[config.mk]
export PLATFORM = sky130hd
export DESIGN_NAME = single_float_divider_top
export DESIGN_NICKNAME = d
export VERILOG_FILES = /design/src/sfd_pkg.sv /design/src/sfd_front.sv /design/src/sfd_queue.sv /design/src/sfd_back.sv /design/src/single_float_divider_top.sv
export SDC_FILE = /design/constraint.sdc
export NUM_CORES = 1
export LEC_CHECK = 0
export ABC_AREA = 1
export BUFFER_PORTS_ARGS = -buffer_cell sky130_fd_sc_hd__buf_2
export CAP_MARGIN = 20
export CORE_ASPECT_RATIO = 0.6
export CORE_UTILIZATION = 40
export DETAILED_ROUTE_END_ITERATION = 8
export GPL_TIMING_DRIVEN = 0
export SLEW_MARGIN = 20
export SYNTH_ARGS = -nofsm -noshare
export SYNTH_HDL_FRONTEND = slang
export SYNTH_SLANG_ARGS = --single-unit
[constraint.sdc]
create_clock -name clk -period 5.2 [get_ports clk]
set_input_delay 1.04 -clock clk [delete_from_list [all_inputs] [get_ports clk]]
set_output_delay 1.04 -clock clk [all_outputs]
set_load 0.01 [all_outputs]
[src/sfd_pkg.sv]
// sfd_pkg: shared types and constants for the single-precision divider.
// No dependencies; used by the front end, the job queue, the back end and the top level.
package sfd_pkg;

	localparam int MANT_W   = 24;              // mantissa with hidden bit
	localparam int QUOT_W   = 47;              // (mantissa << 23) / mantissa
	localparam int EXP_W    = 11;              // signed working exponent
	localparam int STEP_W   = 6;               // division step counter

	localparam logic [31:0] QNAN_BITS = 32'h7FC0_0000;
	localparam logic [31:0] INF_BITS  = 32'h7F80_0000;
	localparam logic [31:0] ZERO_BITS = 32'h0000_0000;
	localparam logic signed [EXP_W-1:0] EXP_BIAS = 11'sd127;
	localparam logic signed [EXP_W-1:0] EXP_MAX  = 11'sd255;

	// one classified job passed from front to back
	typedef struct packed {
		logic                      special;   // result already known
		logic [31:0]               spec_res;
		logic                      sign;
		logic signed [EXP_W-1:0]   exp;
		logic [MANT_W-1:0]         man_a;
		logic [MANT_W-1:0]         man_b;
	} job_t;

endpackage

[src/sfd_front.sv]
// sfd_front: unpacks both operands, settles zero cases, forms the job.
// Depends on sfd_pkg.
module sfd_front (
	input  logic [31:0]   dividend_bits,
	input  logic [31:0]   divisor_bits,
	output sfd_pkg::job_t job
);

	logic                             a_zero, b_zero;
	logic [7:0]                       ea, eb;

	always_comb begin
		a_zero = (dividend_bits[30:0] == 31'd0);
		b_zero = (divisor_bits[30:0] == 31'd0);
		ea     = dividend_bits[30:23];
		eb     = divisor_bits[30:23];

		job.special  = a_zero || b_zero;
		job.spec_res = sfd_pkg::ZERO_BITS;
		if (b_zero) begin
			if (a_zero) begin
				job.spec_res = sfd_pkg::QNAN_BITS;
			end else begin
				job.spec_res = {dividend_bits[31], 31'd0} | sfd_pkg::INF_BITS;
			end
		end
		job.sign  = dividend_bits[31] ^ divisor_bits[31];
		job.exp   = $signed({3'b000, ea}) - $signed({3'b000, eb}) + sfd_pkg::EXP_BIAS;
		job.man_a = {(ea != 8'd0), dividend_bits[22:0]};
		job.man_b = {(eb != 8'd0), divisor_bits[22:0]};
	end

endmodule

[src/sfd_queue.sv]
// sfd_queue: small FIFO of classified jobs between front and back.
// Depends on sfd_pkg.
module sfd_queue #(
	parameter int DEPTH = 2
) (
	input  logic          clk,
	input  logic          arst_n,
	input  logic          push,
	input  sfd_pkg::job_t wr_job,
	input  logic          pop,
	output sfd_pkg::job_t rd_job,
	output logic          full,
	output logic          empty
);

	localparam int PTR_W = (DEPTH > 1) ? $clog2(DEPTH) : 1;
	localparam int CNT_W = $clog2(DEPTH + 1);
	localparam logic [PTR_W-1:0] LAST = PTR_W'(DEPTH - 1);

	sfd_pkg::job_t    mem_q [DEPTH];
	logic [PTR_W-1:0] wr_ptr_q, rd_ptr_q;
	logic [CNT_W-1:0] cnt_q;

	assign full   = (cnt_q == CNT_W'(DEPTH));
	assign empty  = (cnt_q == '0);
	assign rd_job = mem_q[rd_ptr_q];

	always_ff @(posedge clk) begin
		if (push) begin
			mem_q[wr_ptr_q] <= wr_job;
		end
	end

	always_ff @(posedge clk or negedge arst_n) begin
		if (!arst_n) begin
			wr_ptr_q <= '0;
			rd_ptr_q <= '0;
			cnt_q    <= '0;
		end else begin
			if (push) begin
				wr_ptr_q <= (wr_ptr_q == LAST) ? '0 : wr_ptr_q + 1'b1;
			end
			if (pop) begin
				rd_ptr_q <= (rd_ptr_q == LAST) ? '0 : rd_ptr_q + 1'b1;
			end
			if (push && !pop) begin
				cnt_q <= cnt_q + 1'b1;
			end else if (pop && !push) begin
				cnt_q <= cnt_q - 1'b1;
			end
		end
	end

endmodule

[src/sfd_back.sv]
// sfd_back: radix-2 restoring divider, stepwise normaliser, packer and output register.
// Depends on sfd_pkg.
module sfd_back (
	input  logic          clk,
	input  logic          arst_n,
	input  logic          job_avail,
	input  sfd_pkg::job_t job,
	output logic          job_pop,
	output logic          m_tvalid,
	input  logic          m_tready,
	output logic [31:0]   m_tdata
);

	localparam logic [1:0] ST_IDLE = 2'd0;
	localparam logic [1:0] ST_DIV  = 2'd1;
	localparam logic [1:0] ST_NORM = 2'd2;
	localparam logic [1:0] ST_HOLD = 2'd3;

	localparam int QW = sfd_pkg::QUOT_W;
	localparam int MW = sfd_pkg::MANT_W;
	localparam logic signed [sfd_pkg::EXP_W-1:0] EXP_ONE = sfd_pkg::EXP_W'(1);

	logic [1:0]                        state_q;
	logic [sfd_pkg::STEP_W-1:0]        step_q;
	logic [QW-1:0]                     dq_q;     // dividend bits out, quotient bits in
	logic [MW-1:0]                     rem_q;
	logic [MW-1:0]                     div_q;
	logic signed [sfd_pkg::EXP_W-1:0]  exp_q;
	logic                              sign_q;
	logic [31:0]                       res_q;
	logic                              out_vld_q;
	logic [31:0]                       out_q;

	logic [MW:0]   trial;
	logic          ge;
	logic [MW:0]   diff;
	logic          wide, narrow;
	logic [31:0]   packed_res;
	logic          out_free;

	assign out_free = !out_vld_q || m_tready;
	assign job_pop  = (state_q == ST_IDLE) && job_avail;
	assign m_tvalid = out_vld_q;
	assign m_tdata  = out_q;

	always_comb begin
		trial  = {rem_q, dq_q[QW-1]};
		ge     = (trial >= {1'b0, div_q});
		diff   = trial - {1'b0, div_q};
		wide   = (dq_q[QW-1:MW] != '0);
		narrow = !dq_q[MW-1] && (exp_q > 0) && (dq_q != '0);
		if (dq_q == '0 || exp_q <= 0) begin
			packed_res = sfd_pkg::ZERO_BITS;
		end else if (exp_q >= sfd_pkg::EXP_MAX) begin
			packed_res = {sign_q, 31'd0} | sfd_pkg::INF_BITS;
		end else begin
			packed_res = {sign_q, exp_q[7:0], dq_q[22:0]};
		end
	end

	always_ff @(posedge clk) begin
		case (state_q)
			ST_IDLE: begin
				if (job_avail) begin
					dq_q   <= {job.man_a, 23'd0};
					rem_q  <= '0;
					div_q  <= job.man_b;
					exp_q  <= job.exp;
					sign_q <= job.sign;
					res_q  <= job.spec_res;
					step_q <= sfd_pkg::STEP_W'(QW - 1);
				end
			end
			ST_DIV: begin
				rem_q  <= ge ? diff[MW-1:0] : trial[MW-1:0];
				dq_q   <= {dq_q[QW-2:0], ge};
				step_q <= step_q - 1'b1;
			end
			ST_NORM: begin
				if (wide) begin
					dq_q  <= {1'b0, dq_q[QW-1:1]};
					exp_q <= exp_q + EXP_ONE;
				end else if (narrow) begin
					dq_q  <= {dq_q[QW-2:0], 1'b0};
					exp_q <= exp_q - EXP_ONE;
				end else begin
					res_q <= packed_res;
				end
			end
			default: begin
			end
		endcase
		if (state_q == ST_HOLD && out_free) begin
			out_q <= res_q;
		end
	end

	always_ff @(posedge clk or negedge arst_n) begin
		if (!arst_n) begin
			state_q   <= ST_IDLE;
			out_vld_q <= 1'b0;
		end else begin
			case (state_q)
				ST_IDLE: begin
					if (job_avail) begin
						state_q <= job.special ? ST_HOLD : ST_DIV;
					end
				end
				ST_DIV: begin
					if (step_q == '0) begin
						state_q <= ST_NORM;
					end
				end
				ST_NORM: begin
					if (!wide && !narrow) begin
						state_q <= ST_HOLD;
					end
				end
				ST_HOLD: begin
					if (out_free) begin
						state_q <= ST_IDLE;
					end
				end
				default: state_q <= ST_IDLE;
			endcase
			if (state_q == ST_HOLD && out_free) begin
				out_vld_q <= 1'b1;
			end else if (m_tready) begin
				out_vld_q <= 1'b0;
			end
		end
	end

endmodule

[src/single_float_divider_top.sv]
// Channel   Dir  Fields (tdata, low bit first)
// s_axis    in   dividend_bits[31:0], divisor_bits[63:32]
// m_axis    out  quotient_bits[31:0]
//
// In the back end a division loads the job, runs 47 steps of the restoring divider (one
// quotient bit per cycle), makes up to 23 normalising shifts, packs the result and hands it
// to the output register once that is free. Zero operands skip the divider.
// The front accepts while the job queue has room, so input and output stall independently.
// arst_n clears the queue, the back-end state and the output valid.
//
// Depends on sfd_pkg, sfd_front, sfd_queue, sfd_back.
module single_float_divider_top #(
	parameter int QUEUE_DEPTH = 2
) (
	input  logic        clk,
	input  logic        arst_n,
	input  logic        s_tvalid,
	output logic        s_tready,
	input  logic [63:0] s_tdata,   // dividend_bits, divisor_bits
	output logic        m_tvalid,
	input  logic        m_tready,
	output logic [31:0] m_tdata    // quotient_bits
);

	sfd_pkg::job_t fr_job, q_job;
	logic          q_full, q_empty, q_pop, push;

	assign s_tready = !q_full;
	assign push     = s_tvalid && !q_full;

	sfd_front u_front (
		.dividend_bits (s_tdata[31:0]),
		.divisor_bits  (s_tdata[63:32]),
		.job           (fr_job)
	);

	sfd_queue #(.DEPTH(QUEUE_DEPTH)) u_queue (
		.clk    (clk),
		.arst_n (arst_n),
		.push   (push),
		.wr_job (fr_job),
		.pop    (q_pop),
		.rd_job (q_job),
		.full   (q_full),
		.empty  (q_empty)
	);

	sfd_back u_back (
		.clk       (clk),
		.arst_n    (arst_n),
		.job_avail (!q_empty),
		.job       (q_job),
		.job_pop   (q_pop),
		.m_tvalid  (m_tvalid),
		.m_tready  (m_tready),
		.m_tdata   (m_tdata)
	);

endmodule

; ---- Yosys cells after proc, flatten, opt, wreduce, memory -nomap -nowiden
; Memories as Yosys holds them, arrays and structs flattened.
; Cells that the tools add are included.
[classes]
add_sub_neg = 10
n_eq_ne = 11
n_reduce_logical = 40
n_bitwise = 2
mux = 35
magnitude_cmp = 4
[ops]
columns = cell, count
row1 = 32-bit 2-to-1 mux, 6
row2 = 47-bit 2-to-1 mux, 3
row3 = 47-bit one-hot mux with 3 select lines, 1
row4 = 32-bit one-hot mux with 2 select lines, 1
row5 = 31-bit zero test, 2
row6 = 24-bit 2-to-1 mux, 2
row7 = 24-bit one-hot mux with 2 select lines, 1
row8 = 47-bit zero test, 1
row9 = 47-bit nonzero test, 1
row10 = 11-bit 2-to-1 mux, 3
row11 = 31-bit 2-to-1 mux, 1
row12 = 25-bit by 24-bit greater-or-equal comparator with 1-bit output, 1
row13 = 24-bit subtractor, 1
row14 = 23-bit nonzero test, 1
row15 = 11-bit one-hot mux with 2 select lines, 1
row16 = 8-bit nonzero test, 2
row17 = 2-bit 2-to-1 mux, 7
row18 = 6-bit one-hot mux with 2 select lines, 1
row19 = "11-bit by 2-bit adder with 11-bit output, second input constant", 1
row20 = "11-bit by 8-bit adder with 11-bit output, second input constant", 1
row21 = "11-bit by 9-bit greater-or-equal comparator with 1-bit output, second input constant", 1
row22 = "11-bit by 1-bit > comparator with 1-bit output, second input constant", 1
row23 = "11-bit by 1-bit less-or-equal comparator with 1-bit output, second input constant", 1
row24 = "11-bit by 2-bit subtractor with 11-bit output, second input constant", 1
row25 = other kinds (25), 60
[word_totals]
ff_bits = 184
n_memories = 1
ram_bits = 186
in_bits = 68
out_inout_bits = 34
[memory_table]
columns = name, words, width, rd, rd_clocked_by_memory_dff, wr, line_no
row1 = u_queue.mem_q, 2, 93, 1, 0, 1, sfd_queue.sv:20  ; sfd_pkg::job_t mem_q [DEPTH];

; ---- Depth between registers and ports, before layout
[logic_depth]
word_depth = 7
depth_mapped = 18

; ---- Hierarchy
; A second synthesis with hierarchy kept.
[hier_totals]
cells_unflattened = 1609
hier_area_um2 = 18109.9
[by_module_without_submodules]
columns = mod, seq_area_each_um2, n_inst, cells_per_inst, area_per_inst_um2
row1 = sfd_back, 5390.2, 1, 1027, 9651.8
row2 = sfd_queue, 5685.5, 1, 314, 6929.1
row3 = sfd_front, 0.0, 1, 264, 1511.4
row4 = single_float_divider_top, 0.0, 1, 4, 17.5

; ---- Worst setup path before layout
; OpenSTA, ideal clock, no wires.
[synth_timing]
path_type = register -> register
startpoint = reg u_back.exp_q[6] (netlist bit)
endpoint = reg u_back.dq_q[0] (enable)
stages_incl_launch_ff = 9
synth_period_minus_slack_ns = 4.803
setup_slack_ns = 0.397
arrival_time_ns = 4.293
setup_time_ns = 0.510
t_required_ns = 4.690
path_cell_list = edfxtp_1 inv_1 nand2_1 nor3_1 a31oi_1 nand2_1 nor2_1 nor3_1 nor3_1
[synth_via]
elab_chain_cells = 5
[synth_rtl]
columns = item, line_no
row1 = from (decl), sfd_back.sv:28  ; logic signed [sfd_pkg::EXP_W-1:0] exp_q;
row2 = from (signal assigned), sfd_back.sv:68  ; exp_q <= job.exp;
row3 = from (signal assigned), sfd_back.sv:82  ; exp_q <= exp_q + EXP_ONE;
row4 = from (signal assigned), sfd_back.sv:85  ; exp_q <= exp_q - EXP_ONE;
row5 = 11-bit by 1-bit > comparator with 1-bit output, sfd_back.sv:51  ; narrow = !dq_q[MW-1] && (exp_q > 0) && (dq_q != '0);
row6 = 1-bit logical AND (2 in a row), sfd_back.sv:51
row7 = 3-bit by 1-bit inequality test with 1-bit output (no line), -
row8 = 3-bit AND reduction (no line), -
row9 = to (signal assigned), sfd_back.sv:65  ; dq_q <= {job.man_a, 23'd0};
row10 = to (signal assigned), sfd_back.sv:76  ; dq_q <= {dq_q[QW-2:0], ge};
row11 = to (signal assigned), sfd_back.sv:81  ; dq_q <= {1'b0, dq_q[QW-1:1]};
row12 = to (decl), sfd_back.sv:25  ; logic [QW-1:0] dq_q;
; No other way between the ends.
; A chain may end at the register's enable or synchronous reset.

; ---- Final worst setup path
[layout_timing]
startpoint = reg u_back.state_q[1]
endpoint = reg u_back.rem_q[16] (enable)
[layout_via]
elab_chain_cells = 3
elab_cells_between_ends = 5
cone_classes = eq/ne (2) / reduce/logical (3)
[layout_rtl]
columns = item, line_no
row1 = from (decl), sfd_back.sv:23  ; logic [1:0] state_q;
row2 = from (signal assigned), sfd_back.sv:106  ; state_q <= job.special ? ST_HOLD : ST_DIV;
row3 = 2-bit by 1-bit == test with 1-bit output / 2-bit zero test (equally long branches), sfd_back.sv:62  ; case (state_q)
row4 = 2-bit nonzero test (no line) / 2-bit inequality test (equally long branches), -
row5 = 2-bit AND reduction (no line) *, -
row6 = to (signal assigned), sfd_back.sv:75  ; rem_q <= ge ? diff[MW-1:0] : trial[MW-1:0];
row7 = to (decl), sfd_back.sv:26  ; logic [MW-1:0] rem_q;
; Mark *: on every way between the ends. The rest lies on a longest branch, timed or not.

==> summary.log <==
INFO  status         status=complete, but fails checks
INFO  status         failed_checks=design-rule violations
INFO  grt            grt_max_degree=26
INFO  worst_setup_path cp_data_required_time=5.47ns
INFO  cells_and_area fin_area=17200squm
INFO  power          internal_power=7.19mW
INFO  clock_tree     cts_tree=yes
INFO  worst_setup_path buffer_and_inverter_count_on_the_worst_path=4
INFO  detailed_routing avgRoutedWirePerCell=18.9microns
INFO  floorplanning  pin_count=102
INFO  synthesis      synth_top_flop_cell=sky130_fd_sc_hd__edfxtp_1
INFO  detailed_routing number_of_routed_nets_with_antenna_violations=0
INFO  synthesis      yosys.cell_count.top_type=sky130_fd_sc_hd__edfxtp_1
INFO  detailed_routing drc=1
INFO  placement      dp_cells=1958
INFO  power          pwr-share-clk=18.6%
INFO  sta            finalHoldViolations=0
INFO  power          power_per_cell_area=712nW/um^2
INFO  floorplanning  design.die.area=37700squm
INFO  synthesis      avg_cell_area_syn=10.8squm
INFO  sta            unrepaired_setup_endpoints_after_global_routing=no
INFO  synthesis      yosysWarningCount=0
INFO  floorplanning  row_count=54
INFO  synthesis      seq_area_frac_synth=63.2%
INFO  worst_setup_path cpPeakStageDelay=0.69ns
INFO  synthesis      synth.top_cell.area_share=62.0%
INFO  detailed_routing vias=10600
INFO  sta            period_share=60.6%
INFO  synthesis      count_of_unique_library_cells_instantiated_by_yosys=53
INFO  grt            track_usage=20.3%
INFO  synthesis      synth_async_sr_flop_share=2.24%
INFO  detailed_routing detail_route.first_pass.iterations=7
INFO  clock_tree     post-cts-setup-buffers=0
INFO  power          design_power_total=12.3mW
INFO  worst_setup_path setup.worst_path.class=flip-flop to flip-flop
INFO  cells_and_area final_nets=1626
INFO  worst_setup_path timing.critical_path.cells=inv_1, ha_1, clkbuf_1, inv_1, a21oi_4, buf_8
INFO  detailed_routing totalWireLength=38.1mm
INFO  grt            vias_in_the_first_global_route=9762
INFO  grt            grt_first_pass_wirelength=58.2mm
INFO  floorplanning  floorplan.die.height=151microns
INFO  grt            antenna_found_initial=0
INFO  worst_setup_path worstSetupStartpointType=flip-flop
INFO  cells_and_area layout.core_utilization=47.3%
INFO  detailed_routing via_per_inst=5.28
INFO  power          power.switching_fraction=41.3%
INFO  clock_tree     holdBufCountCts=0
INFO  cells_and_area area.growth.synth_to_final=16.5%
INFO  sta            final_max_slew_viol_count=0
INFO  cells_and_area insertedDiodeCount=0
INFO  synthesis      synth_area_leaders=sky130_fd_sc_hd__edfxtp_1, sky130_fd_sc_hd__nand2_1, sky130_fd_sc_hd__a21oi_1
INFO  synthesis      synth_enable_flop_cells=305
INFO  sta            finalSetupViolCount=0
INFO  cells_and_area post_layout_nonfiller_instances=2015
INFO  placement      gp_congestion=0.933
INFO  power          power_frac_seq=38.0%
INFO  floorplanning  initial_utilization=40.6%
INFO  clock_tree     cts-buffers-inserted=31
INFO  power          power.ir.vdd_worst=251uV
INFO  min_path       min-delay-path-class=input port to async pin
INFO  placement      post_dp_area=16200squm
INFO  synthesis      syn-cell-area=14800squm
INFO  synthesis      synth_cells=1367
INFO  clock_tree     clock-root-buffer=sky130_fd_sc_hd__clkbuf_16
INFO  worst_setup_path worst_path_dominant_cell_family=buffers and inverters
INFO  clock_tree     clk-insertion-delay-late=0.58ns
INFO  sta            slew_headroom=31.4%
INFO  floorplanning  floorplan.die.width=250microns
INFO  placement      post-dp-hpwl=28.5mm
INFO  power          power.share.combinational=43.5%
INFO  clock_tree     clock_sink_count=312
INFO  synthesis      synth_seq_cells=312
INFO  worst_setup_path crit_path_top_delay_cell=sky130_fd_sc_hd__a21oi_4
INFO  clock_tree     clk_path_buf_depth=3
INFO  worst_setup_path critical_path.endpoint_type=flip-flop
INFO  synthesis      synth_area_leader_cell=sky130_fd_sc_hd__edfxtp_1
INFO  worst_setup_path critPathMostFrequentCell=sky130_fd_sc_hd__inv_1
INFO  sta            finalHoldWorstSlack=0.349ns
INFO  placement      buffer_ports.inserted=101
INFO  clock_tree     ctsResizeCount=0
INFO  job            maxCapViolations=0
INFO  grt            globalRoute.totalOverflow=0
INFO  power          leakagePower=6.84nW
INFO  worst_setup_path arr_time_crit_path=3.43ns
INFO  synthesis      synth.net_count=1478
INFO  power          netSwitchingPower=5.06mW
INFO  sta            timing.fmax=0.317GHz
INFO  sta            setup_skew_after_layout=0.0188ns
INFO  synthesis      synth.top_cells.by_count=sky130_fd_sc_hd__edfxtp_1, sky130_fd_sc_hd__nand2_1, sky130_fd_sc_hd__inv_1
INFO  floorplanning  fp.coreArea=36300squm
INFO  cells_and_area layout-drive-gt1-share=14.0%
INFO  detailed_routing initialDrtViolationCount=1102
INFO  clock_tree     cts.clk_slew.worst_paths=0.07ns
INFO  clock_tree     cts_htree_levels=1
INFO  sta            min_period=3.15ns
INFO  sta            worstMarginPinSlew=1.02ns
INFO  worst_setup_path crit_path_max_fanout=19
==> worst reg2reg max path, delay by kind of cell, from the launching register on <==
kind                     cells  cell delay [ns]
buffers and inverters        4             1.37
AO/OA/AOI/OAI                1             0.70
flip-flops                   1             0.41
adder cells (fa/ha/maj)      1             0.36
==> routing by layer <==
metal / share of wire [%] / track usage (%)
met5: 0 / 0
met4: 1.7 / 4.26
met3: 8.4 / 3.99
met2: 38 / 27.0
met1: 52 / 33.3
==> registers in the layout, summed over array words and instances (netlist names) <==
signal and flops:
u_queue.rd_ptr_q 1, u_back.step_q 6, u_back.div_q 24, u_back.sign_q 1, u_queue.wr_ptr_q 1, u_queue.cnt_q 2, u_back.dq_q 47, u_back.res_q 32
u_back.exp_q 11, u_back.m_tdata 32, u_back.m_tvalid 1, u_queue.mem_q 128, u_back.rem_q 24, u_back.state_q 2
==> final timing paths <==
kind	startpoint	to	slack [ns]	depth (start not counted)
max in group asynchronous	arst_n	u_back.m_tvalid	4.61	1
worst max-delay path	u_back.state_q[1]	u_back.rem_q[16]	2.05	6
min in group clk	u_back.res_q[27]	u_back.m_tdata[27]	0.42	0
worst min-delay path	arst_n	u_back.state_q[1]	0.35	1
worst max register to register	u_back.state_q[1]	u_back.rem_q[16]	2.05	6
worst min register to register	u_back.res_q[27]	u_back.m_tdata[27]	0.42	0
==> per-stage QoR <==
step           TNS, ns  worst slack, ns
2_1_floorplan        0            0.397
3_3_place_gp   -240.05            -1.88
3_5_place_dp         0             1.69
4_1_cts              0             2.05
5_1_grt              0             1.89
6_report             0             2.05
==> cell type report <==
| type | instances | area (sq um) |
|---|---|---|
| fill | 3402 | 19100 |
| sequential | 312 | 9330 |
| multi-input combinational | 866 | 4730 |
| clock buffer | 41 | 833 |
| timing repair buffer | 115 | 759 |
| tap | 476 | 596 |
| inverter | 145 | 544 |
| buffer | 44 | 226 |
| clock inverter | 16 | 183 |
==> power by group through the flow <==
| stage | Combinational, mW | Sequential (mW) | Clock, mW |
|---|---|---|---|
| global route | 5.87 | 4.75 | 2.41 |
| floorplan | 3.41 | 4.63 | 0 |
| CTS | 5.27 | 4.65 | 2.32 |
| global placement | 4.91 | 4.79 | 0 |
| detailed placement | 5.23 | 4.69 | 0 |
| finish | 5.33 | 4.65 | 2.27 |
==> cells in the final DEF (no fill, tap or decap), types with 4 or more instances in the layout <==
cell | synthesis | layout
sky130_fd_sc_hd__buf_2 | 5 | 106
sky130_fd_sc_hd__o21bai_1 | 4 | 4
sky130_fd_sc_hd__nand4_1 | 18 | 18
sky130_fd_sc_hd__nor2_2 | 7 | 7
sky130_fd_sc_hd__clkbuf_16 | 0 | 31
sky130_fd_sc_hd__dfrtp_1 | 7 | 7
sky130_fd_sc_hd__o21ai_0 | 57 | 57
sky130_fd_sc_hd__nor3_1 | 15 | 14
sky130_fd_sc_hd__a22oi_1 | 20 | 20
sky130_fd_sc_hd__a21oi_1 | 109 | 106
sky130_fd_sc_hd__nor2_1 | 130 | 127
sky130_fd_sc_hd__o21ai_1 | 18 | 18
sky130_fd_sc_hd__nand2_2 | 6 | 6
sky130_fd_sc_hd__nor2_4 | 4 | 7
sky130_fd_sc_hd__buf_4 | 8 | 12
sky130_fd_sc_hd__a221oi_1 | 19 | 19
sky130_fd_sc_hd__clkinv_2 | 0 | 7
sky130_fd_sc_hd__inv_1 | 141 | 141
sky130_fd_sc_hd__o22ai_1 | 7 | 7
sky130_fd_sc_hd__bufinv_16 | 0 | 4
sky130_fd_sc_hd__nand2_1 | 271 | 271
sky130_fd_sc_hd__xor2_1 | 19 | 19
sky130_fd_sc_hd__ha_1 | 41 | 41
sky130_fd_sc_hd__clkbuf_1 | 22 | 30
sky130_fd_sc_hd__o41ai_1 | 4 | 4
sky130_fd_sc_hd__nand3_1 | 45 | 45
sky130_fd_sc_hd__a21o_1 | 7 | 7
sky130_fd_sc_hd__buf_1 | 6 | 6
sky130_fd_sc_hd__buf_16 | 0 | 5
sky130_fd_sc_hd__clkinv_1 | 1 | 4
sky130_fd_sc_hd__nor4_1 | 19 | 19
sky130_fd_sc_hd__edfxtp_1 | 305 | 305
sky130_fd_sc_hd__xnor2_1 | 18 | 18
==> kinds of logic (layout without fill, tap and decap cells) <==
| family | Yosys count | count (layout) | share of synthesized area [%] |
|---|---|---|---|
| XOR/XNOR | 37 | 37 | 2.19 |
| AO/OA/AOI/OAI | 259 | 259 | 10.2 |
| buffers and inverters | 189 | 361 | 5.22 |
| flip-flops | 312 | 312 | 63.2 |
| AND/OR/NAND/NOR | 527 | 527 | 15.4 |
| adder cells (fa/ha/maj) | 43 | 43 | 3.74 |
No activity file was read; power rests on OpenSTA's default activity.
